$ cat src/rtl/ccpe_pkg.sv
// Shared constants and types for the cubic curve point evaluator.
// No dependencies; every rtl file imports this package.
`timescale 1ns / 1ps

package ccpe_pkg;

  // Default parameter values of the top level
  localparam int PARAM_FRAC_BITS_DEF = 16;
  localparam int COORD_BITS_DEF      = 16;

  // Extra fraction bits carried through the Horner steps
  localparam int GUARD_BITS = 7;

  // Headroom over the coordinate width: coefficients and Horner accumulator
  localparam int COEF_HEAD = 8;
  localparam int ACC_HEAD  = 10;

  localparam int NODE_COUNT = 4;
  localparam int AXIS_COUNT = 3;
  localparam int COEF_COUNT = 3;   // c2, c1, c0 carried after c3 is consumed
  localparam int NODE_W     = 2;
  localparam int CFG_IDX_W  = 3;

  typedef enum logic [CFG_IDX_W-1:0] {
    REG_POINT_ZERO  = 3'd0,
    REG_POINT_ONE   = 3'd1,
    REG_POINT_TWO   = 3'd2,
    REG_POINT_THREE = 3'd3
  } cfg_reg_e;

  // Reset nodes in Q8.8, field index 0 = z, 1 = y, 2 = x
  localparam logic signed [23:0] NODE_RESET [NODE_COUNT][AXIS_COUNT] = '{
    '{24'sd0, 24'sd0,    24'sd1792},
    '{24'sd0, 24'sd256,  24'sd1280},
    '{24'sd0, 24'sd0,    24'sd3840},
    '{24'sd0, 24'sd1024, 24'sd0}
  };

endpackage

$ cat src/rtl/ccpe_horner_stage.sv
// One Horner step per axis: multiply by u, round half up, add next coefficient.
// Depends on ccpe_pkg.
`timescale 1ns / 1ps

module ccpe_horner_stage #(
  parameter int PARAM_FRAC_BITS = ccpe_pkg::PARAM_FRAC_BITS_DEF,
  parameter int COORD_BITS      = ccpe_pkg::COORD_BITS_DEF,
  parameter int STEP            = 0
) (
  input  logic                                   clk_i,
  input  logic                                   rst_ni,
  input  logic                                   vld_i,
  output logic                                   rdy_o,
  input  logic [PARAM_FRAC_BITS:0]               u_i,
  input  logic signed [COORD_BITS+ccpe_pkg::GUARD_BITS+ccpe_pkg::ACC_HEAD-1:0]
                                                 acc_i [ccpe_pkg::AXIS_COUNT],
  input  logic signed [COORD_BITS+ccpe_pkg::COEF_HEAD-1:0]
                                                 coef_i [ccpe_pkg::AXIS_COUNT]
                                                        [ccpe_pkg::COEF_COUNT],
  output logic                                   vld_o,
  input  logic                                   rdy_i,
  output logic [PARAM_FRAC_BITS:0]               u_o,
  output logic signed [COORD_BITS+ccpe_pkg::GUARD_BITS+ccpe_pkg::ACC_HEAD-1:0]
                                                 acc_o [ccpe_pkg::AXIS_COUNT],
  output logic signed [COORD_BITS+ccpe_pkg::COEF_HEAD-1:0]
                                                 coef_o [ccpe_pkg::AXIS_COUNT]
                                                        [ccpe_pkg::COEF_COUNT]
);
  import ccpe_pkg::*;

  localparam int CW = COORD_BITS + COEF_HEAD;
  localparam int AW = COORD_BITS + GUARD_BITS + ACC_HEAD;
  localparam int PW = AW + PARAM_FRAC_BITS + 2;
  localparam logic signed [PW-1:0] RND_HALF = PW'(1) <<< (PARAM_FRAC_BITS - 1);

  logic                     vld_q;
  logic [PARAM_FRAC_BITS:0] u_q;
  logic signed [AW-1:0]     acc_d  [AXIS_COUNT];
  logic signed [AW-1:0]     acc_q  [AXIS_COUNT];
  logic signed [CW-1:0]     coef_q [AXIS_COUNT][COEF_COUNT];

  assign rdy_o = !vld_q || rdy_i;

  always_comb begin
    logic signed [PW-1:0] prod, shifted;
    logic signed [PARAM_FRAC_BITS+1:0] u_s;
    u_s     = $signed({1'b0, u_i});
    prod    = '0;
    shifted = '0;
    for (int k = 0; k < AXIS_COUNT; k++) begin
      prod     = PW'(acc_i[k]) * PW'(u_s);
      // floor((v + half) / 2^F) gives round half up
      shifted  = (prod + RND_HALF) >>> PARAM_FRAC_BITS;
      acc_d[k] = shifted[AW-1:0] + (AW'(coef_i[k][STEP]) <<< GUARD_BITS);
    end
  end

  always_ff @(posedge clk_i or negedge rst_ni) begin
    if (!rst_ni) begin
      vld_q <= 1'b0;
    end else if (rdy_o) begin
      vld_q <= vld_i;
    end
  end

  always_ff @(posedge clk_i) begin
    if (vld_i && rdy_o) begin
      u_q    <= u_i;
      acc_q  <= acc_d;
      coef_q <= coef_i;
    end
  end

  assign vld_o  = vld_q;
  assign u_o    = u_q;
  assign acc_o  = acc_q;
  assign coef_o = coef_q;

endmodule

$ cat config.mk
export PLATFORM = sky130hd
export DESIGN_NAME = ccpe_horner_stage
export DESIGN_NICKNAME = d
export VERILOG_FILES = /design/src/rtl/ccpe_pkg.sv /design/src/rtl/ccpe_horner_stage.sv
export SDC_FILE = /design/constraint.sdc
export NUM_CORES = 2
export LEC_CHECK = 0
export BUFFER_PORTS_ARGS = -buffer_cell sky130_fd_sc_hd__clkbuf_2
export CAP_MARGIN = 0
export CORE_MARGIN = 2
export CORE_UTILIZATION = 50
export DETAILED_ROUTE_END_ITERATION = 10
export PLACE_DENSITY = 0.74
export SYNTH_ARGS = -nofsm -noshare
export SYNTH_HDL_FRONTEND = slang
export SYNTH_SLANG_ARGS = --single-unit
$ cat constraint.sdc
create_clock -name clk_i -period 9.95 [get_ports clk_i]
set_input_delay 1.99 -clock clk_i [delete_from_list [all_inputs] [get_ports clk_i]]
set_output_delay 1.99 -clock clk_i [all_outputs]
set_load 0.02 [all_outputs]
==> flow_metrics.py <==
metrics = {
    "status": {
        "status": "finished, violations left",
        "violations": "negative setup slack",
    },
    "layout": {
        "nets": 10582,
        "drive_above_1_share_pct": 20.49,
        "fillCellCount": 11402,
        "final_cell_mix": "inv_1 (1705), fa_1 (1551), and2_1 (964), nand2_1 (752), buf_4 (684)",
        "final_common_cell": "inv_1",
        "final_area_um2": 83330,
        "area_growth_pct": 19.38,
    },
    "critical_path": {
        "critPathRequiredTime_ns": 10.36,
        "max_stage_delay_ns": 0.55,
        "path_common_cell": "fa_1",
        "crit_fanout": 6,
        "cp-start-kind": "primary input",
        "critPathKind": "primary input to flip-flop",
        "arrival_ns": 10.40,
        "critPathSlowestCell": "fa_2",
        "cp-end-kind": "flip-flop",
    },
    "clock_tree": {
        "path_clk_slew_ns": 0.06,
        "cts.sinks": 333,
        "cts_tree": "built",
        "postCtsHoldBufs": 0,
        "clock_latency_ns": 0.68,
        "cts_htree_levels": 2,
        "cts_made_buffers": 41,
        "clockBufferDepth": 3,
        "clock-root-buffer": "clkbuf_16",
    },
    "place": {
        "dp_hpwl_mm": 152.5,
        "routabilityCongestion": 0.9247,
        "portBuffers": 669,
        "dp_slack_ns": -1.322,
        "placed_cell_area_um2": 80020,
    },
    "route": {
        "via_per_inst": 5.059,
        "dr.pass1.iters": 5,
        "drc_errors": 0,
        "ant_nets": 0,
        "vias": 50973,
        "routed_wl_mm": 180.9,
        "drtIter0Drc": 2647,
        "wl_per_cell_um": 17.96,
    },
    "grt": {
        "grt_start_max_net_pins": 116,
        "antenna_found_initial": 33,
        "grt_first_pass_wirelength_mm": 292.2,
        "grt_pass1_vias": 56428,
        "track_usage_pct": 26.07,
        "grt_overflow": 0,
    },
    "logic_synthesis": {
        "syn_nets": 9400,
        "synth.distinct_cells": 70,
        "synth-compound-area-share_pct": 3.424,
        "synth-xor-area-share_pct": 2.321,
        "synth_simple_gate_area_share_pct": 14.84,
        "synthMuxAreaShare_pct": 0,
        "syn-cell-area_um2": 69800,
        "synth_top_family_by_area": "adder cells",
        "syn_area_per_cell_um2": 10.01,
        "synth_edf_count": 332,
        "yosys_warnings": 0,
        "synthCells": 6976,
        "synth-adder-area-share_pct": 54.33,
        "ys_seq_area_share_pct": 14.32,
        "postSynth.asyncResetShare_pct": 0.3003,
        "ys.flop_type": "edfxtp_1",
        "ys_seq_elements": 333,
    },
    "timing": {
        "fin_crit_sh_pct": 100.4,
        "setup_viol": 1,
        "finalHoldViolCount": 0,
        "worst_pin_slew_ns": 0.7576,
        "setup_ws_ns": -0.04047,
        "slew_violations": 0,
        "fmax_mhz": 100.1,
        "rsz0062_at_grt": "true",
        "period_needed_ns": 9.990,
        "skew_ns": 0.05660,
        "slew_headroom_pct": 49.49,
    },
    "floorplan": {
        "rows": 137,
        "start_util_pct": 50.21,
        "core_area_um2": 139000,
        "die_width_um": 377.6,
        "die-area_um2": 142600,
        "io_pins": 670,
        "die_h_um": 377.6,
    },
    "run": {
        "drv_cap": 0,
    },
    "min_path": {
        "min-delay-path-class": "flip-flop to flip-flop",
    },
}
==> critical path: cells and delay by family <==
family	cells	cell delay, ns
adder cells (fa/ha/maj)	8	3.70
AO/OA/AOI/OAI	10	2.27
AND/OR/NAND/NOR	8	1.55
buffers and inverters	7	0.61
XOR/XNOR	2	0.26
==> repair_timing <==
action | CTS | global route
pin swaps | 64 | 143
cloned | 3 | 5
buffers inserted | 24 | 30
setup endpoints to repair | 15 | 20
resized for setup | 113 | 220
==> state kept, by name, indices dropped and copies added (netlist names) <==
register	cells
coef_o	216
u_o	17
vld_o	1
acc_o	99
==> path summary, 6_finish.rpt <==
path,from,end,slack (ns),cells after the start
worst min-delay path,vld_o,vld_o,0.54,2
worst max register to register,vld_o,acc_o[88],7.24,4
max in group asynchronous,rst_ni,vld_o,8.75,1
min in group asynchronous,rst_ni,vld_o,1.12,1
worst min register to register,vld_o,vld_o,0.54,2
worst max-delay path,u_i[4],acc_o[65],-0.04,35
==> kinds of logic (layout without fill, tap and decap cells) <==
group / Yosys count / count (layout)
AOI/OAI and AO/OA: 359 / 359
DFF: 333 / 333
and+or+nand+nor: 2009 / 2009
buffers and inverters: 2002 / 3214
other: 0 / 11
xor gates and xnor gates: 185 / 185
adders and majority gates: 2088 / 2088
==> layout make-up <==
cell class	count	area (um2)	area share [%]
antenna	11	27.53	0.03303
tap	1876	2347	2.817
multi-input combinational	4641	53250	63.90
timing repair buffer	1423	9906	11.89
clock buffer	48	1052	1.263
sequential	333	9995	11.99
clock inverter	25	311.5	0.3739
inverter	1718	6449	7.738
==> routing by layer <==
layer | wire, um | share of wire [%] | track usage [%] | vias to the layer above
met2 | 91730 | 51 | 45.52 | 1540
met3 | 11600 | 6.4 | 4.862 | 411
met5 | 252 | 0.14 | 0 | -
met4 | 7728 | 4.3 | 9.789 | 40
met1 | 69620 | 38 | 32.05 | 26090
li1 | - | - | - | 22892
==> per-stage QoR <==
step           TNS (ns)  hold slack, ns  utilization, %  cells
2_1_floorplan   -0.6454          0.7824               -   6976
3_3_place_gp     -15.15          0.5156           57.56   9933
3_5_place_dp     -21.60          0.5351           57.56   9933
4_1_cts        -0.01928          0.5524           59.04  10033
5_1_grt          -1.770          0.5930           59.94  10072
6_report       -0.04047          0.5393           59.94  10075
==> synth_stat cells, drive strengths merged (6+ instances only) <==
library cell  instances  area (um2)
fa                 1572       31470
o21bai               13       97.59
clkbuf              283        1062
nand3                26       135.1
o21ai                54       270.3
ha                  516        6456
o21a                 44       332.8
or3                   6       37.54
nand4                10       62.56
and3                  8       57.55
a211oi               15       112.6
inv                1718        6449
a21boi                6       45.04
o31a                  7       61.31
o211ai                9       67.56
a21oi               101       509.2
a31oi                13       81.33
nand2               755        2834
xnor2               146        1279
a21o                 49       367.9
nor2                116       435.4
nor3                 38       190.2
nor4                  6       37.54
xor2                 39       341.6
edfxtp              332        9970
and2                984        6156
nor2b                28       175.2
nand2b               18       112.6
Power is not shown: default switching activity piles up to over one toggle a cycle in this logic, so the estimate is an artifact.
