[src/rtl/ccpe_pkg.sv]
// Shared constants and types for the cubic curve point evaluator.
// No dependencies; every rtl file imports this package.
`timescale 1ns / 1ps

package ccpe_pkg;

  // Default parameter values of the top level
  localparam int PARAM_FRAC_BITS_DEF = 16;
  localparam int COORD_BITS_DEF      = 16;

  // Extra fraction bits carried through the Horner steps
  localparam int GUARD_BITS = 7;

  // Headroom over the coordinate width: coefficients and Horner accumulator
  localparam int COEF_HEAD = 8;
  localparam int ACC_HEAD  = 10;

  localparam int NODE_COUNT = 4;
  localparam int AXIS_COUNT = 3;
  localparam int COEF_COUNT = 3;   // c2, c1, c0 carried after c3 is consumed
  localparam int NODE_W     = 2;
  localparam int CFG_IDX_W  = 3;

  typedef enum logic [CFG_IDX_W-1:0] {
    REG_POINT_ZERO  = 3'd0,
    REG_POINT_ONE   = 3'd1,
    REG_POINT_TWO   = 3'd2,
    REG_POINT_THREE = 3'd3
  } cfg_reg_e;

  // Reset nodes in Q8.8, field index 0 = z, 1 = y, 2 = x
  localparam logic signed [23:0] NODE_RESET [NODE_COUNT][AXIS_COUNT] = '{
    '{24'sd0, 24'sd0,    24'sd1792},
    '{24'sd0, 24'sd256,  24'sd1280},
    '{24'sd0, 24'sd0,    24'sd3840},
    '{24'sd0, 24'sd1024, 24'sd0}
  };

endpackage

[src/rtl/ccpe_coef_stage.sv]
// Pipeline stage forming the doubled polynomial coefficients per axis.
// Depends on ccpe_pkg.
`timescale 1ns / 1ps

module ccpe_coef_stage #(
  parameter int PARAM_FRAC_BITS = ccpe_pkg::PARAM_FRAC_BITS_DEF,
  parameter int COORD_BITS      = ccpe_pkg::COORD_BITS_DEF
) (
  input  logic                                   clk_i,
  input  logic                                   rst_ni,
  input  logic                                   vld_i,
  output logic                                   rdy_o,
  input  logic [PARAM_FRAC_BITS:0]               u_i,
  input  logic [3*COORD_BITS-1:0]                node_i [ccpe_pkg::NODE_COUNT],
  output logic                                   vld_o,
  input  logic                                   rdy_i,
  output logic [PARAM_FRAC_BITS:0]               u_o,
  output logic signed [COORD_BITS+ccpe_pkg::GUARD_BITS+ccpe_pkg::ACC_HEAD-1:0]
                                                 acc_o [ccpe_pkg::AXIS_COUNT],
  output logic signed [COORD_BITS+ccpe_pkg::COEF_HEAD-1:0]
                                                 coef_o [ccpe_pkg::AXIS_COUNT]
                                                        [ccpe_pkg::COEF_COUNT]
);
  import ccpe_pkg::*;

  localparam int CW = COORD_BITS + COEF_HEAD;
  localparam int AW = COORD_BITS + GUARD_BITS + ACC_HEAD;

  localparam logic signed [CW-1:0] K2  = CW'(2);
  localparam logic signed [CW-1:0] K9  = CW'(9);
  localparam logic signed [CW-1:0] K11 = CW'(11);
  localparam logic signed [CW-1:0] K18 = CW'(18);
  localparam logic signed [CW-1:0] K27 = CW'(27);
  localparam logic signed [CW-1:0] K36 = CW'(36);
  localparam logic signed [CW-1:0] K45 = CW'(45);

  logic                    vld_q;
  logic [PARAM_FRAC_BITS:0] u_q;
  logic signed [AW-1:0]    acc_d  [AXIS_COUNT];
  logic signed [AW-1:0]    acc_q  [AXIS_COUNT];
  logic signed [CW-1:0]    coef_d [AXIS_COUNT][COEF_COUNT];
  logic signed [CW-1:0]    coef_q [AXIS_COUNT][COEF_COUNT];

  assign rdy_o = !vld_q || rdy_i;

  always_comb begin
    logic signed [CW-1:0] p0, p1, p2, p3, c3;
    p0 = '0;
    p1 = '0;
    p2 = '0;
    p3 = '0;
    c3 = '0;
    for (int k = 0; k < AXIS_COUNT; k++) begin
      p0 = CW'($signed(node_i[0][k*COORD_BITS +: COORD_BITS]));
      p1 = CW'($signed(node_i[1][k*COORD_BITS +: COORD_BITS]));
      p2 = CW'($signed(node_i[2][k*COORD_BITS +: COORD_BITS]));
      p3 = CW'($signed(node_i[3][k*COORD_BITS +: COORD_BITS]));
      c3 = K9 * (p3 - p0) + K27 * (p1 - p2);
      coef_d[k][0] = K18 * p0 - K45 * p1 + K36 * p2 - K9 * p3;
      coef_d[k][1] = K18 * p1 - K11 * p0 - K9 * p2 + K2 * p3;
      coef_d[k][2] = K2 * p0;
      acc_d[k]     = AW'(c3) <<< GUARD_BITS;
    end
  end

  always_ff @(posedge clk_i or negedge rst_ni) begin
    if (!rst_ni) begin
      vld_q <= 1'b0;
    end else if (rdy_o) begin
      vld_q <= vld_i;
    end
  end

  always_ff @(posedge clk_i) begin
    if (vld_i && rdy_o) begin
      u_q    <= u_i;
      acc_q  <= acc_d;
      coef_q <= coef_d;
    end
  end

  assign vld_o  = vld_q;
  assign u_o    = u_q;
  assign acc_o  = acc_q;
  assign coef_o = coef_q;

endmodule

[config.mk]
export PLATFORM = sky130hd
export DESIGN_NAME = ccpe_coef_stage
export DESIGN_NICKNAME = d
export VERILOG_FILES = /design/src/rtl/ccpe_pkg.sv /design/src/rtl/ccpe_coef_stage.sv
export SDC_FILE = /design/constraint.sdc
export NUM_CORES = 2
export LEC_CHECK = 0
export BUFFER_PORTS_ARGS = -buffer_cell sky130_fd_sc_hd__buf_2
export CORE_ASPECT_RATIO = 1.1
export CORE_MARGIN = 10
export CORE_UTILIZATION = 35
export CTS_CLUSTER_SIZE = 12
export DETAILED_ROUTE_END_ITERATION = 8
export GPL_TIMING_DRIVEN = 0
export PLACE_DENSITY_LB_ADDON = 0.2
export REMOVE_ABC_BUFFERS = 1
export SETUP_SLACK_MARGIN = 0.5
export SYNTH_ARGS = -nofsm -noshare
export SYNTH_HDL_FRONTEND = slang
export SYNTH_SLANG_ARGS = --single-unit
[constraint.sdc]
create_clock -name clk_i -period 9.5 [get_ports clk_i]
set_clock_uncertainty 0.15 [all_clocks]
set_input_delay 0.475 -clock clk_i [delete_from_list [all_inputs] [get_ports clk_i]]
set_output_delay 0.475 -clock clk_i [all_outputs]
set_load 0.01 [all_outputs]
==> out/summary.json <==
{
  "status": {"value": "complete, no violations"},
  "gp_congestion": {"value": 0.875},
  "finalMaxSlewViolations": {"value": 0},
  "via_per_inst": {"value": 4.70},
  "nets": {"value": 8888},
  "cts_root_buf": {"value": "sky130_fd_sc_hd__clkbuf_16"},
  "via_count_of_the_routed_design": {"value": 41777},
  "cp_data_arrival_time": {"value": 8700, "unit": "ps"},
  "drt-initial-drc-count": {"value": 1437},
  "synthesis.area_per_instance": {"value": 9.85, "unit": "um2"},
  "crit_path_max_incr_delay": {"value": 700, "unit": "ps"},
  "async_reset_ff_frac": {"value": 0.00355},
  "grt_setup_unrepaired": {"value": "no"},
  "grt_first_pass_wirelength": {"value": 247000, "unit": "um"},
  "layout_setup_ws": {"value": 1030, "unit": "ps"},
  "min_clock_period_post_route": {"value": 8470, "unit": "ps"},
  "post-synth-top-area-fraction": {"value": 0.267},
  "yosys_warnings": {"value": 0},
  "placed_cells": {"value": 8774},
  "clk_latency": {"value": 630, "unit": "ps"},
  "post-route-util": {"value": 0.394},
  "cts_tree": {"value": "done"},
  "cp.required": {"value": 9730, "unit": "ps"},
  "cts.sink_count": {"value": 282},
  "area_growth": {"value": 11.8, "unit": "%"},
  "post_route_cells_drive_above_1_share": {"value": 0.0979},
  "number_of_antenna_violations_at_the_first_check_in_global_routing": {"value": 23},
  "routed_wire_length_per_instance": {"value": 17.5, "unit": "um"},
  "hold_wc_path_type": {"value": "in2reg"},
  "ioPinCount": {"value": 547},
  "fin_crit_sh": {"value": 0.892},
  "worst_hold_startpoint": {"value": "node_i[178]"},
  "worst-r2r-cell-count": {"value": 4},
  "cts_htree_levels": {"value": 2},
  "cts_made_buffers": {"value": 42},
  "final-setup-viol-count": {"value": 0},
  "finalWirelength": {"value": 155000, "unit": "um"},
  "synthesis.instances": {"value": 6042},
  "clkSlewWorstSetupHoldPaths": {"value": 70, "unit": "ps"},
  "cp_max_fo": {"value": 6},
  "total_iterations_of_the_first_detailed_routing_run": {"value": 5},
  "floorplan.die_area": {"value": 187000, "unit": "um2"},
  "max_cap_viol_count": {"value": 0},
  "worst_pin_slew": {"value": 1300, "unit": "ps"},
  "placement.setup.worst_slack": {"value": 852, "unit": "ps"},
  "maximum_number_of_pins_on_one_net_before_global_route_repair": {"value": 69},
  "synth_sequential_area_ratio": {"value": 0.142},
  "port_buffers": {"value": 522},
  "hold_violations": {"value": 0},
  "route.antenna.remaining_nets": {"value": 0},
  "fin_tns_setup": {"value": 0, "unit": "ps"},
  "rows": {"value": 158},
  "worst_slew_margin_rel": {"value": 0.125},
  "crit_top_cell": {"value": "sky130_fd_sc_hd__ha_1"},
  "total_routing_resource_utilization_after_global_routing": {"value": 0.167},
  "floorplan.die.width": {"value": 413, "unit": "um"},
  "final_cell_count_no_fill": {"value": 8894},
  "fp.coreArea": {"value": 169000, "unit": "um2"},
  "post_cts_buffers": {"value": 0},
  "first_global_vias": {"value": 45178},
  "netlist_area_pre_place": {"value": 59500, "unit": "um2"},
  "synthDominantAreaCellType": {"value": "sky130_fd_sc_hd__ha_1"},
  "postSynthRegisterBits": {"value": 282},
  "crit_path_top_delay_cell": {"value": "sky130_fd_sc_hd__o41ai_1"},
  "synth_flop_cell": {"value": "sky130_fd_sc_hd__edfxtp_1"},
  "fmax": {"value": 118, "unit": "MHz"},
  "worst_setup_path_start_kind": {"value": "primary input"},
  "timing.hold.worst_path_depth": {"value": 1},
  "r2r_end": {"value": "acc_o[47]"},
  "globalRouteOverflowTotal": {"value": 0},
  "detail_route.drc_violations": {"value": 0},
  "start_util": {"value": 0.353},
  "critPathCaptureType": {"value": "flip-flop"},
  "fillerInstances": {"value": 16968},
  "timing.setup.critical_path_class": {"value": "in2reg"},
  "clockBufferDepth": {"value": 3},
  "ys_types": {"value": 82},
  "leading_cell_types_by_total_area_after_synthesis": {"value": "sky130_fd_sc_hd__ha_1, sky130_fd_sc_hd__fa_1, sky130_fd_sc_hd__edfxtp_1"},
  "hold-path-endpoint": {"value": "coef_o[3]"},
  "hpwl": {"value": 135000, "unit": "um"},
  "ff2ff_setup_slack": {"value": 7230, "unit": "ps"},
  "fp.dieH": {"value": 453, "unit": "um"},
  "r2r-start": {"value": "vld_o"},
  "synth_edf_count": {"value": 281}
}
layer usage:
layer | share of wire | vias up | track usage | routed length [um]
met5 | 0.0012 | - | 0 | 187
met4 | 0.022 | 28 | 0.0370 | 3490
met3 | 0.054 | 175 | 0.0308 | 8380
met2 | 0.48 | 682 | 0.291 | 75100
met1 | 0.44 | 20366 | 0.214 | 68100
li1 | - | 20526 | - | -
through the flow:
stage | instance area, um2 | hold WS [ps]
2_1_floorplan | 59200 | 29.4
3_3_place_gp | 64600 | 99.2
3_5_place_dp | 64700 | 106
4_1_cts | 66500 | 3.45
5_1_grt | 66500 | 21.6
6_report | 66500 | 61.4
Yosys cell counts (all sizes together), types with 7 or more instances:
master and instances:
nor3 77, and2 13, a21oi 238, a211oi 23, xor2 131, a31oi 22, edfxtp 281, and3 25
a41o 8, or3 32, buf 51, a21o 105, o41ai 15, clkbuf 7, nand2b 48, inv 1691
o31ai 11, nor2b 51, nor2 199, o22ai 9, a31o 11, a41oi 8, o211ai 20, o21a 50
nand2 137, o21bai 45, ha 1269, nand4 11, a211o 12, nand3 71, fa 791, o31a 9
a21boi 17, or2 23, o21ai 160, xnor2 292
cell usage in the layout (no fill, tap or decap), types with 77 or more instances in the layout:
cell type                  count
sky130_fd_sc_hd__o21ai_0     157
sky130_fd_sc_hd__xor2_1      131
sky130_fd_sc_hd__a21o_1      103
sky130_fd_sc_hd__fa_1        791
sky130_fd_sc_hd__xnor2_1     291
sky130_fd_sc_hd__edfxtp_1    281
sky130_fd_sc_hd__inv_1      1691
sky130_fd_sc_hd__ha_1       1269
sky130_fd_sc_hd__a21oi_1     237
sky130_fd_sc_hd__nor2_1      199
sky130_fd_sc_hd__buf_2       522
sky130_fd_sc_hd__nor3_1       77
sky130_fd_sc_hd__nand2_1     137
cells by family after synthesis:
group,count (synthesis),share of synthesized area
AOI/OAI and AO/OA,810,0.0893
xor gates and xnor gates,425,0.0633
adders and majority gates,2060,0.533
buffers and inverters,1749,0.114
DFF,282,0.142
muxes,3,0.000505
other,1,0.0000630
and+or+nand+nor,712,0.0584
timing repair:
action,4_1_cts,5_1_grt
hold endpoints to repair,35,0
gates resized for setup,0,0
hold buffers,37,0
worst max path at each step:
| stage | start | depth (start not counted) | to |
|---|---|---|---|
| final | node_i[146] | 29 | coef_o[215] |
| after global routing | node_i[146] | 29 | coef_o[215] |
| after CTS | node_i[146] | 29 | coef_o[215] |
| after detailed placement | node_i[146] | 28 | coef_o[215] |
| after global placement | rdy_i | 3 | coef_o[78] |
| after floorplan | rdy_i | 2 | acc_o[10] |
state kept, by name, indices dropped and copies added (netlist names):
signal  count
coef_o    192
acc_o      72
u_o        17
vld_o       1
cell type report:
cell class / instances / area [um2] / share of cell area
antenna: 5 / 12.5 / 0.000188
sequential: 282 / 8460 / 0.127
clock buffer: 47 / 1070 / 0.0161
timing repair buffer: 564 / 3110 / 0.0468
inverter: 1691 / 6350 / 0.0954
tap: 2240 / 2800 / 0.0421
clock inverter: 31 / 322 / 0.00483
multi-input combinational: 4034 / 44400 / 0.667
worst max-delay path: cells and delay by family:
family | cells | cell delay (ps)
adder cells (fa/ha/maj) | 9 | 3530
XOR/XNOR | 2 | 400
buffers and inverters | 6 | 1050
AO/OA/AOI/OAI | 10 | 2710
AND/OR/NAND/NOR | 2 | 530
Power is left out: the tool's default activity adds up to more than one toggle a clock period on the data nets, which glitch-free logic cannot reach.
