===== src/rtl/ccpe_pkg.sv =====
// Shared constants and types for the cubic curve point evaluator.
// No dependencies; every rtl file imports this package.
`timescale 1ns / 1ps

package ccpe_pkg;

  // Default parameter values of the top level
  localparam int PARAM_FRAC_BITS_DEF = 16;
  localparam int COORD_BITS_DEF      = 16;

  // Extra fraction bits carried through the Horner steps
  localparam int GUARD_BITS = 7;

  // Headroom over the coordinate width: coefficients and Horner accumulator
  localparam int COEF_HEAD = 8;
  localparam int ACC_HEAD  = 10;

  localparam int NODE_COUNT = 4;
  localparam int AXIS_COUNT = 3;
  localparam int COEF_COUNT = 3;   // c2, c1, c0 carried after c3 is consumed
  localparam int NODE_W     = 2;
  localparam int CFG_IDX_W  = 3;

  typedef enum logic [CFG_IDX_W-1:0] {
    REG_POINT_ZERO  = 3'd0,
    REG_POINT_ONE   = 3'd1,
    REG_POINT_TWO   = 3'd2,
    REG_POINT_THREE = 3'd3
  } cfg_reg_e;

  // Reset nodes in Q8.8, field index 0 = z, 1 = y, 2 = x
  localparam logic signed [23:0] NODE_RESET [NODE_COUNT][AXIS_COUNT] = '{
    '{24'sd0, 24'sd0,    24'sd1792},
    '{24'sd0, 24'sd256,  24'sd1280},
    '{24'sd0, 24'sd0,    24'sd3840},
    '{24'sd0, 24'sd1024, 24'sd0}
  };

endpackage


===== src/rtl/ccpe_round_sat.sv =====
// Output register: drop guard bits and the coefficient doubling with round half up, then saturate.
// Depends on ccpe_pkg.
`timescale 1ns / 1ps

module ccpe_round_sat #(
  parameter int COORD_BITS = ccpe_pkg::COORD_BITS_DEF
) (
  input  logic                                   clk_i,
  input  logic                                   rst_ni,
  input  logic                                   vld_i,
  output logic                                   rdy_o,
  input  logic signed [COORD_BITS+ccpe_pkg::GUARD_BITS+ccpe_pkg::ACC_HEAD-1:0]
                                                 acc_i [ccpe_pkg::AXIS_COUNT],
  output logic                                   vld_o,
  input  logic                                   rdy_i,
  output logic signed [COORD_BITS+1:0]           coord_o [ccpe_pkg::AXIS_COUNT]
);
  import ccpe_pkg::*;

  localparam int AW = COORD_BITS + GUARD_BITS + ACC_HEAD;
  localparam logic signed [AW-1:0] RND_HALF = AW'(1) <<< GUARD_BITS;
  localparam logic signed [AW-1:0] SAT_HI   = (AW'(1) <<< (COORD_BITS + 1)) - AW'(1);
  localparam logic signed [AW-1:0] SAT_LO   = -(AW'(1) <<< (COORD_BITS + 1));

  logic                          vld_q;
  logic signed [COORD_BITS+1:0]  coord_d [AXIS_COUNT];
  logic signed [COORD_BITS+1:0]  coord_q [AXIS_COUNT];

  assign rdy_o = !vld_q || rdy_i;

  always_comb begin
    logic signed [AW-1:0] r;
    r = '0;
    for (int k = 0; k < AXIS_COUNT; k++) begin
      r = (acc_i[k] + RND_HALF) >>> (GUARD_BITS + 1);
      if (r > SAT_HI) begin
        r = SAT_HI;
      end else if (r < SAT_LO) begin
        r = SAT_LO;
      end
      coord_d[k] = r[COORD_BITS+1:0];
    end
  end

  always_ff @(posedge clk_i or negedge rst_ni) begin
    if (!rst_ni) begin
      vld_q <= 1'b0;
    end else if (rdy_o) begin
      vld_q <= vld_i;
    end
  end

  always_ff @(posedge clk_i) begin
    if (vld_i && rdy_o) begin
      coord_q <= coord_d;
    end
  end

  assign vld_o   = vld_q;
  assign coord_o = coord_q;

endmodule


===== config.mk =====
export PLATFORM = sky130hd
export DESIGN_NAME = ccpe_round_sat
export DESIGN_NICKNAME = d
export VERILOG_FILES = /design/src/rtl/ccpe_pkg.sv /design/src/rtl/ccpe_round_sat.sv
export SDC_FILE = /design/constraint.sdc
export NUM_CORES = 1
export LEC_CHECK = 0
export ABC_AREA = 1
export BUFFER_PORTS_ARGS = -buffer_cell sky130_fd_sc_hd__buf_2
export CORE_MARGIN = 5
export CORE_UTILIZATION = 46
export DETAILED_ROUTE_END_ITERATION = 7
export GPL_TIMING_DRIVEN = 0
export PLACE_DENSITY = 0.88
export SYNTH_ARGS = -nofsm -noshare
export SYNTH_HDL_FRONTEND = slang
export SYNTH_SLANG_ARGS = --single-unit
export TNS_END_PERCENT = 1

===== constraint.sdc =====
create_clock -name clk_i -period 3.6 [get_ports clk_i]
set_clock_uncertainty 0.15 [all_clocks]
set_input_delay 0.72 -clock clk_i [delete_from_list [all_inputs] [get_ports clk_i]]
set_output_delay 0.72 -clock clk_i [all_outputs]
set_load 0.02 [all_outputs]

==> flow_metrics.env, run 1 <==
export IMPL_outcome="complete, no violations"
export IMPL_grt_pass1_vias=3796
export IMPL_vias_per_cell=4.76
export IMPL_cts_resized_gates=0
export IMPL_met1_usage_pct=21.9
export IMPL_drive_above_1_share_pct=24.2
export IMPL_grt_overflow=0
export IMPL_die_height_um=107
export IMPL_leakage_nw=2.55
export IMPL_r2r_start="vld_o"
export IMPL_preCtsSetupSlack_ps=705
export IMPL_clk_pin_slew_worst_paths_ps=90
export IMPL_dpl_hpwl_um=8840
export IMPL_path_buf_inv=3
export IMPL_max_vdd_ir_drop_uv=238
export IMPL_rsz0062_at_grt="no"
export IMPL_powerDensity_mw_per_mm2=296
export IMPL_yosys_warnings=0
export IMPL_port_buffers=137
export IMPL_dr_pass1_iters=5
export IMPL_cap_violations=0
export IMPL_wl_per_cell_um=11.7
export IMPL_grt_pass1_wl_um=16800
export IMPL_critPathSlowestCell="o21bai_4"
export IMPL_start_util_pct=47.2
export IMPL_crit_chain="buf_2 -> ha_1 -> inv_1 -> nor2_1 -> nand2_1 -> nor2_1 -> nand3_1 -> nand2_1 -> nand2_1 -> o21bai_4 -> buf_6 -> nand2_1"
export IMPL_syn_area_per_cell_um2=7.10
export IMPL_ctsHoldBuffers=0
export IMPL_die_w_um=107
export IMPL_timing_final_crit_share_pct=71.8
export IMPL_ys_seq_elements=55
export IMPL_cp_max_fo=10
export IMPL_critPathTopFamily="simple AND/OR/NAND/NOR gates"
export IMPL_synth_edff_count=54
export IMPL_period_minus_slack_ps=2590
export IMPL_antenna_left=0
export IMPL_tns_ps=0
export IMPL_nFillCells=881
export IMPL_critPathLaunchType="input port"
export IMPL_met2_usage_pct=32.8
export IMPL_maxSlewHeadroom_pct=52.8
export IMPL_syn_instance_count=611
export IMPL_cts_setup_buffers=0
export IMPL_ios=159
export IMPL_ys_seq_area_share_pct=38.0
export IMPL_mostFrequentLayoutCell="nand2_1"
export IMPL_cp_arrival_ps=2490
export IMPL_slew_viol_final=0
export IMPL_required_ps=3510
export IMPL_reg2regPathDepth=2
export IMPL_areaGrowthSynthToFinish_pct=22.8
export IMPL_hold_class="in2async"
export IMPL_antenna_found_initial=0
export IMPL_syn_num_nets=720
export IMPL_tightest_slew_ps=706
export IMPL_core_area_mm2=0.00920
export IMPL_cp_end_kind="register"
export IMPL_syn_area_mm2=0.00434
export IMPL_max_freq_mhz=387
export IMPL_yosys_cell_types_count=28
export IMPL_hold_viol_final=0
export IMPL_cts_tree="yes"
export IMPL_clock_path_buffers=2
export IMPL_synthFlopType="edfxtp_1"
export IMPL_top_usage_layer="met2"
export IMPL_dr_total_vias=4130
export IMPL_critPathKind="in2reg"
export IMPL_cts_buffers=5
export IMPL_num_rows=35
export IMPL_root_buffer="clkbuf_8"
export IMPL_grtUsageMet3_pct=2.05
export IMPL_slowest_delay_ps=270
export IMPL_clk_latency_ps=280
export IMPL_setup_violations_final=0
export IMPL_setup_slack_ps=1010
export IMPL_grt_max_degree=32
export IMPL_drt_iter0_markers=126
export IMPL_drt_wl_total_um=10200
export IMPL_nets=865
export IMPL_drc=0
export IMPL_worst_path_most_repeated_cell="nand2_1"
export IMPL_layout_common_cells="nand2_1 (274), buf_2 (137), nor2_1 (73)"
export IMPL_cts_htree_levels=2
export IMPL_diodes=0
export IMPL_die_area_mm2=0.0115
export IMPL_synth_async_reset_ratio_pct=1.82
export IMPL_crit_start="acc_i[8]"
export IMPL_clock_sinks=55
export IMPL_cp_depth=12
export IMPL_track_usage_pct=17.9
export IMPL_place_congestion=0.940
==> kinds of logic after synthesis <==
kind of cell             Yosys count  synth area share [%]
buffers and inverters             67                  6.84
AND/OR/NAND/NOR                  430                  42.8
flip-flops                        55                  38.0
XOR/XNOR                          49                  9.90
adder cells (fa/ha/maj)            6                  1.73
AO/OA/AOI/OAI                      4                 0.779
==> layer usage <==
metal	up-vias	share of wire, %
met2	134	50
met3	14	6.7
met4	0	1.7
met1	1787	41
li1	2195	-
met5	-	0
==> power by group <==
part / total (mW) / internal, mW / switching [mW]
registers: 0.759 / 0.750 / 0.00920
clock network: 0.461 / 0.278 / 0.183
logic: 0.356 / 0.130 / 0.226
==> cell usage after synthesis (all sizes together) (5+ instances only) <==
library cell / instances / share of area (%)
xor2: 27 / 5.5
nor3: 5 / 0.69
nand4: 8 / 1.2
ha: 6 / 1.7
inv: 61 / 5.3
nand2: 286 / 26
xnor2: 22 / 4.4
edfxtp: 54 / 37
nand3: 27 / 3.2
nor2: 88 / 9.3
nand3b: 10 / 1.7
buf: 6 / 1.6
==> sequential cells by signal (all words and copies together) (netlist names) <==
register,flops
coord_o,54
vld_o,1
==> through the flow <==
step                power [mW]  instance area (um2)  util (%)  hold WS [ps]  instances
finish                    1.58                 5330      57.9          41.7        868
global route              1.66                 5330      57.9          18.7        868
CTS                       1.59                 5330      57.9          29.5        868
detailed placement        1.13                 5190      56.5           348        860
global placement          1.12                 5160      56.2           346        859
floorplan                0.986                 4340         -           274        611
==> worst register-to-register path, delay by kind of cell, from the launching register on <==
kind | cells | cell delay (ps)
AOI/OAI and AO/OA | 1 | 600
DFF | 1 | 420
buffers and inverters | 1 | 280
==> final cells by class <==
class,count,area [um2],share of cell area [%]
plain buffers,6,67.6,1.27
inverters,61,229,4.30
flip-flops and latches,55,1650,30.9
clock buffers,6,72.6,1.36
repair buffers,138,706,13.3
well taps,111,139,2.61
clock inverters,2,60.1,1.13
multi-input cells,489,2400,45.2
==> path summary, 6_finish.rpt <==
path | end | slack [ps]
worst max register to register | coord_o[5] | 1840
worst max-delay path | coord_o[14] | 1010
worst min register to register | vld_o | 450
min in group clk_i | vld_o | 450
max in group asynchronous | vld_o | 3170
worst min-delay path | vld_o | 40
No activity file was read; power rests on OpenSTA's default activity.
==> run 2, diff against run 1 <==
Settings changed: ABC_AREA 1 to 0, CORE_UTILIZATION 46 to 43, PLACE_DENSITY 0.88 to 0.87.
Clock period 3.6 ns to 2.1 ns, I/O delays scaled along.
==> flow_metrics.env, run 2 <==
export IMPL_diodes=0
export IMPL_grt_pass1_vias=3477
export IMPL_instances_no_fill=624
export IMPL_largest_reg_flops=54
export IMPL_die_area_mm2=0.0102
export IMPL_syn_instance_count=359
export IMPL_start_util_pct=43.7
export IMPL_critPathKind="in2reg"
export IMPL_drt_iter0_markers=140
export IMPL_timing_final_crit_share_pct=121
export IMPL_leakage_nw=1.90
export IMPL_place_inst=601
export IMPL_port_buffers=137
export IMPL_cts_buffers=5
export IMPL_design_area_mm2=0.00503
export IMPL_p_total_mw=2.64
export IMPL_critPathLaunchType="input port"
export IMPL_tns_ps=-14700
export IMPL_clock_sinks=55
export IMPL_max_freq_mhz=393
export IMPL_dr_pass1_iters=4
export IMPL_yosys_warnings=0
export IMPL_max_vdd_ir_drop_uv=316
export IMPL_synth_most_common_cell="edfxtp_1"
export IMPL_synthTopCellsByArea="edfxtp_1 (45%), xor2_1 (9.1%), xnor2_1 (6.6%)"
export IMPL_wl_per_cell_um=16.9
export IMPL_cts_tree="yes"
export IMPL_ios=159
export IMPL_grt_overflow=0
export IMPL_yosysTopAreaCell="edfxtp_1"
export IMPL_grt_pass1_wl_um=16200
export IMPL_synth_edff_count=54
export IMPL_outcome="finished with violations"
export IMPL_place_congestion=0.890
export IMPL_cts_htree_levels=2
export IMPL_hold_viol_final=0
export IMPL_layout_common_cells="buf_2 (122), edfxtp_1 (54), xor2_1 (34)"
export IMPL_clock_path_buffers=2
export IMPL_tightest_slew_ps=678
export IMPL_nets=627
export IMPL_yosys_cell_types_count=45
export IMPL_cp_arrival_ps=2560
export IMPL_die_w_um=101
export IMPL_ys_seq_elements=55
export IMPL_reg2regPathDepth=2
export IMPL_cp_max_fo=5
export IMPL_antenna_found_initial=0
export IMPL_drt_wl_total_um=10500
export IMPL_critPathSlowestCell="or4_4"
export IMPL_path_buf_inv=3
export IMPL_maxSlewHeadroom_pct=54.8
export IMPL_core_area_mm2=0.00818
export IMPL_synthFlopType="edfxtp_1"
export IMPL_antenna_left=0
export IMPL_syn_area_per_cell_um2=9.95
export IMPL_slew_viol_final=0
export IMPL_mostFrequentLayoutCell="buf_2"
export IMPL_crit_chain="buf_8 -> ha_4 -> nand3_2 -> or4_4 -> nor2_4 -> xor2_1 -> nand2_1 -> o41a_1 -> buf_6 -> buf_6 -> o21ai_2"
export IMPL_slowest_delay_ps=590
export IMPL_synthTopCellsByCount="edfxtp_1 (54), o21ai_0 (42), xor2_1 (37)"
export IMPL_root_buffer="clkbuf_8"
export IMPL_required_ps=2120
export IMPL_setup_violations_final=51
export IMPL_cp_end_kind="register"
export IMPL_critPathTopFamily="simple AND/OR/NAND/NOR gates"
export IMPL_syn_num_nets=468
export IMPL_areaGrowthSynthToFinish_pct=40.8
export IMPL_drive_above_1_share_pct=41.2
export IMPL_clk_latency_ps=310
export IMPL_cap_violations=0
export IMPL_drc=0
export IMPL_dr_total_vias=3585
export IMPL_grt_max_degree=55
export IMPL_syn_area_mm2=0.00357
export IMPL_worst_path_most_repeated_cell="buf_6"
export IMPL_clk_pin_slew_worst_paths_ps=100
export IMPL_die_height_um=101
export IMPL_powerDensity_mw_per_mm2=524
export IMPL_violations="negative setup slack"
export IMPL_vias_per_cell=5.75
export IMPL_place_area_mm2=0.00440
export IMPL_synth_top_area_share_pct=45.4
export IMPL_whs_ps=171
export IMPL_track_usage_pct=19.5
export IMPL_rsz0062_at_grt="yes"
export IMPL_hold_depth=2
export IMPL_cp_depth=11
export IMPL_setup_slack_ps=-445
export IMPL_synth_async_reset_ratio_pct=1.82
export IMPL_hold_class="in2reg"
export IMPL_period_minus_slack_ps=2540
export IMPL_dpl_hpwl_um=7450
export IMPL_num_rows=33
export IMPL_ys_seq_area_share_pct=46.1
run 2: cell count changes after synthesis, moves of 18 or more:
cell     previous run  this run
nand4_1             8        26
inv_1              61        11
o21ai_0             2        42
nand2_1           274        30
nor2_1             73        25
run 2: repair_timing:
action                                  CTS  global route
buffers inserted                         10             3
gates resized for setup                  82            45
endpoints found under the setup margin   51           106
pin swaps                                31            19
hold endpoints to repair                  1             0
hold buffers                              1             0
gates cloned                              2             0
run 2: power by group:
part	internal [mW]	total, mW	switching, mW
clock	0.359	0.709	0.350
sequential	1.29	1.30	0.0155
combinational	0.247	0.626	0.379
total	1.89	2.64	0.745
run 2: stage by stage:
stage               util [%]  worst slack [ps]
floorplan                  -              -486
global placement        53.8             -1070
detailed placement      53.8             -1120
CTS                     59.6              -364
global route            61.5              -513
finish                  61.5              -445
run 2: per-layer routing:
layer	share of wire, %	global-route usage (%)	up-vias
met4	2.7	6.95	0
li1	-	-	1658
met5	0	0	-
met2	53	35.9	203
met3	8.4	3.24	32
met1	36	22.8	1692
run 2: worst register-to-register path: stages, from the launching register on:
cell and delay (ps):
dfrtp_1 380, nand2b_1 110, and2_4 600
run 2: cells by family (layout without fill, tap and decap cells):
kind of cell | after synthesis | in the layout | synth area share [%]
fa+ha+maj | 6 | 6 | 2.10
flops | 55 | 55 | 46.1
buf+inv | 18 | 177 | 2.17
compound gates | 64 | 65 | 10.7
simple gates | 149 | 149 | 22.3
mux | 3 | 3 | 0.910
xor+xnor | 64 | 64 | 15.7
run 2: layout make-up:
| type | count | area (um2) |
|---|---|---|
| Multi-Input combinational cell | 287 | 2090 |
| Fill cell | 669 | 3140 |
| Inverter | 11 | 41.3 |
| Clock buffer | 5 | 68.8 |
| Tap cell | 105 | 131 |
| Clock inverter | 3 | 46.3 |
| Buffer | 6 | 73.8 |
| Sequential cell | 55 | 1650 |
| Timing Repair Buffer | 152 | 928 |
run 2: final timing paths:
path / slack [ps] / startpoint / endpoint
min in group asynchronous: 250 / rst_ni / vld_o
worst max register to register: 460 / vld_o / coord_o[28]
max in group asynchronous: 1460 / rst_ni / vld_o
worst max-delay path: -440 / acc_i[74] / coord_o[44]
worst min-delay path: 170 / vld_i / vld_o
worst min register to register: 400 / vld_o / vld_o
==> run 3, diff against run 2 <==
Settings changed: CORE_MARGIN 5 to 1, CORE_UTILIZATION 43 to 40, PLACE_DENSITY 0.87 to 0.82.
==> flow_metrics.env, run 3 (synthesized netlist as in run 2, its figures left out) <==
export IMPL_outcome="finished with violations"
export IMPL_violations="negative setup slack"
export IMPL_cp_max_fo=7
export IMPL_max_freq_mhz=401
export IMPL_cts_tree="yes"
export IMPL_powerDensity_mw_per_mm2=498
export IMPL_drt_iter0_markers=173
export IMPL_required_ps=2120
export IMPL_maxSlewHeadroom_pct=54.3
export IMPL_cp_end_kind="register"
export IMPL_timing_final_crit_share_pct=119
export IMPL_crit_chain="buf_8 -> nand4_1 -> or4_4 -> nor3_4 -> xor2_2 -> nand2_1 -> o41a_1 -> buf_6 -> o21ai_2"
export IMPL_p_total_mw=2.53
export IMPL_clk_pin_slew_worst_paths_ps=100
export IMPL_grt_max_degree=55
export IMPL_largest_reg_flops=54
export IMPL_diodes=0
export IMPL_die_height_um=96.5
export IMPL_nets=631
export IMPL_drc=0
export IMPL_start_util_pct=41.2
export IMPL_max_vdd_ir_drop_uv=297
export IMPL_critPathLaunchType="input port"
export IMPL_leakage_nw=1.91
export IMPL_hold_class="in2reg"
export IMPL_p_sw_share_pct=29.8
export IMPL_core_area_mm2=0.00868
export IMPL_place_area_mm2=0.00441
export IMPL_slew_viol_final=0
export IMPL_dpl_hpwl_um=6800
export IMPL_layout_common_cells="buf_2 (122), edfxtp_1 (54), xor2_1 (34)"
export IMPL_critPathSlowestCell="or4_4"
export IMPL_dr_total_vias=3529
export IMPL_clk_latency_ps=300
export IMPL_drive_above_1_share_pct=43.6
export IMPL_cap_violations=0
export IMPL_grt_pass1_vias=3206
export IMPL_p_int_mw=1.77
export IMPL_die_w_um=96.5
export IMPL_setup_violations_final=51
export IMPL_vias_per_cell=5.59
export IMPL_hold_viol_final=0
export IMPL_antenna_found_initial=0
export IMPL_p_sw_mw=0.752
export IMPL_port_buffers=137
export IMPL_critPathKind="in2reg"
export IMPL_track_usage_pct=20.5
export IMPL_die_area_mm2=0.00932
export IMPL_slowest_delay_ps=590
export IMPL_wl_per_cell_um=15.9
export IMPL_rsz0062_at_grt="yes"
export IMPL_design_area_mm2=0.00507
export IMPL_num_rows=34
export IMPL_period_minus_slack_ps=2490
export IMPL_tightest_slew_ps=686
export IMPL_grt_pass1_wl_um=14800
export IMPL_seqPwrFrac_pct=51.5
export IMPL_grt_overflow=0
export IMPL_nFillCells=706
export IMPL_drt_wl_total_um=10100
export IMPL_cts_htree_levels=2
export IMPL_combinationalPowerShare_pct=24.6
export IMPL_areaGrowthSynthToFinish_pct=42.0
export IMPL_place_congestion=0.886
export IMPL_ios=159
export IMPL_dr_pass1_iters=5
export IMPL_antenna_left=0
export IMPL_root_buffer="clkbuf_8"
export IMPL_clock_sinks=55
export IMPL_clock_path_buffers=2
export IMPL_pwr_share_clk_pct=23.8
export IMPL_cp_arrival_ps=2510
export IMPL_cts_buffers=5
export IMPL_setup_slack_ps=-392
export IMPL_mostFrequentLayoutCell="buf_2"
==> run 3: final timing paths <==
path	slack [ps]	cells past startpoint	end	startpoint
min in group asynchronous	270	2	vld_o	rst_ni
setup reg to reg	450	2	coord_o[38]	vld_o
hold / removal	180	2	vld_o	vld_i
hold reg to reg	410	2	vld_o	vld_o
max in group asynchronous	1450	2	vld_o	rst_ni
setup / recovery	-390	9	coord_o[41]	acc_i[81]
==> run 3: through the flow <==
step / hold slack (ps) / TNS (ps) / std cells / util, % / setup WS, ps
4_1_cts: 165 / -11180 / 626 / 56.0 / -354
3_3_place_gp: 44.1 / -44720 / 604 / 50.8 / -1020
3_5_place_dp: 48.1 / -50500 / 604 / 50.8 / -1140
5_1_grt: 173 / -20220 / 631 / 58.5 / -554
2_1_floorplan: -25.6 / -18450 / 359 / - / -486
6_report: 177 / -14260 / 631 / 58.5 / -392
==> run 3: final cells by class <==
cell class	count	area, um2	share of cell area, %
Multi-Input combinational cell	286	2130	41.9
Tap cell	108	135	2.66
Clock inverter	3	23.8	0.469
Buffer	6	76.3	1.50
Sequential cell	55	1650	32.5
Timing Repair Buffer	157	953	18.8
Clock buffer	5	68.8	1.36
Inverter	11	41.3	0.814
==> run 3: critical path, delay by kind of cell <==
kind,cells,cell delay [ps]
simple gates,4,1070
xor+xnor,1,190
buf+inv,2,270
compound gates,2,550
==> run 3: layer usage <==
metal / track usage (%) / up-vias / share of wire (%)
met4: 6.37 / 0 / 2.5
li1: - / 1663 / -
met5: 0 / - / 0
met3: 3.13 / 22 / 6.0
met1: 23.6 / 1697 / 39
met2: 38.5 / 147 / 52
==> run 3: power by group through the flow <==
stage / Clock [mW] / Combinational, mW / Sequential, mW
4_1_cts: 0.621 / 0.575 / 1.30
5_1_grt: 0.648 / 0.676 / 1.31
3_5_place_dp: 0 / 0.518 / 1.33
2_1_floorplan: 0 / 0.191 / 1.41
6_report: 0.602 / 0.622 / 1.30
3_3_place_gp: 0 / 0.504 / 1.33
==> run 3: repair_timing <==
action                                 4_1_cts  5_1_grt
endpoints found under the hold margin        1        0
hold buffers                                 1        0
pin swaps                                   32       12
setup endpoints to repair                   51      105
setup buffers                               13        4
gates resized for setup                     72       45
cloned                                       1        1
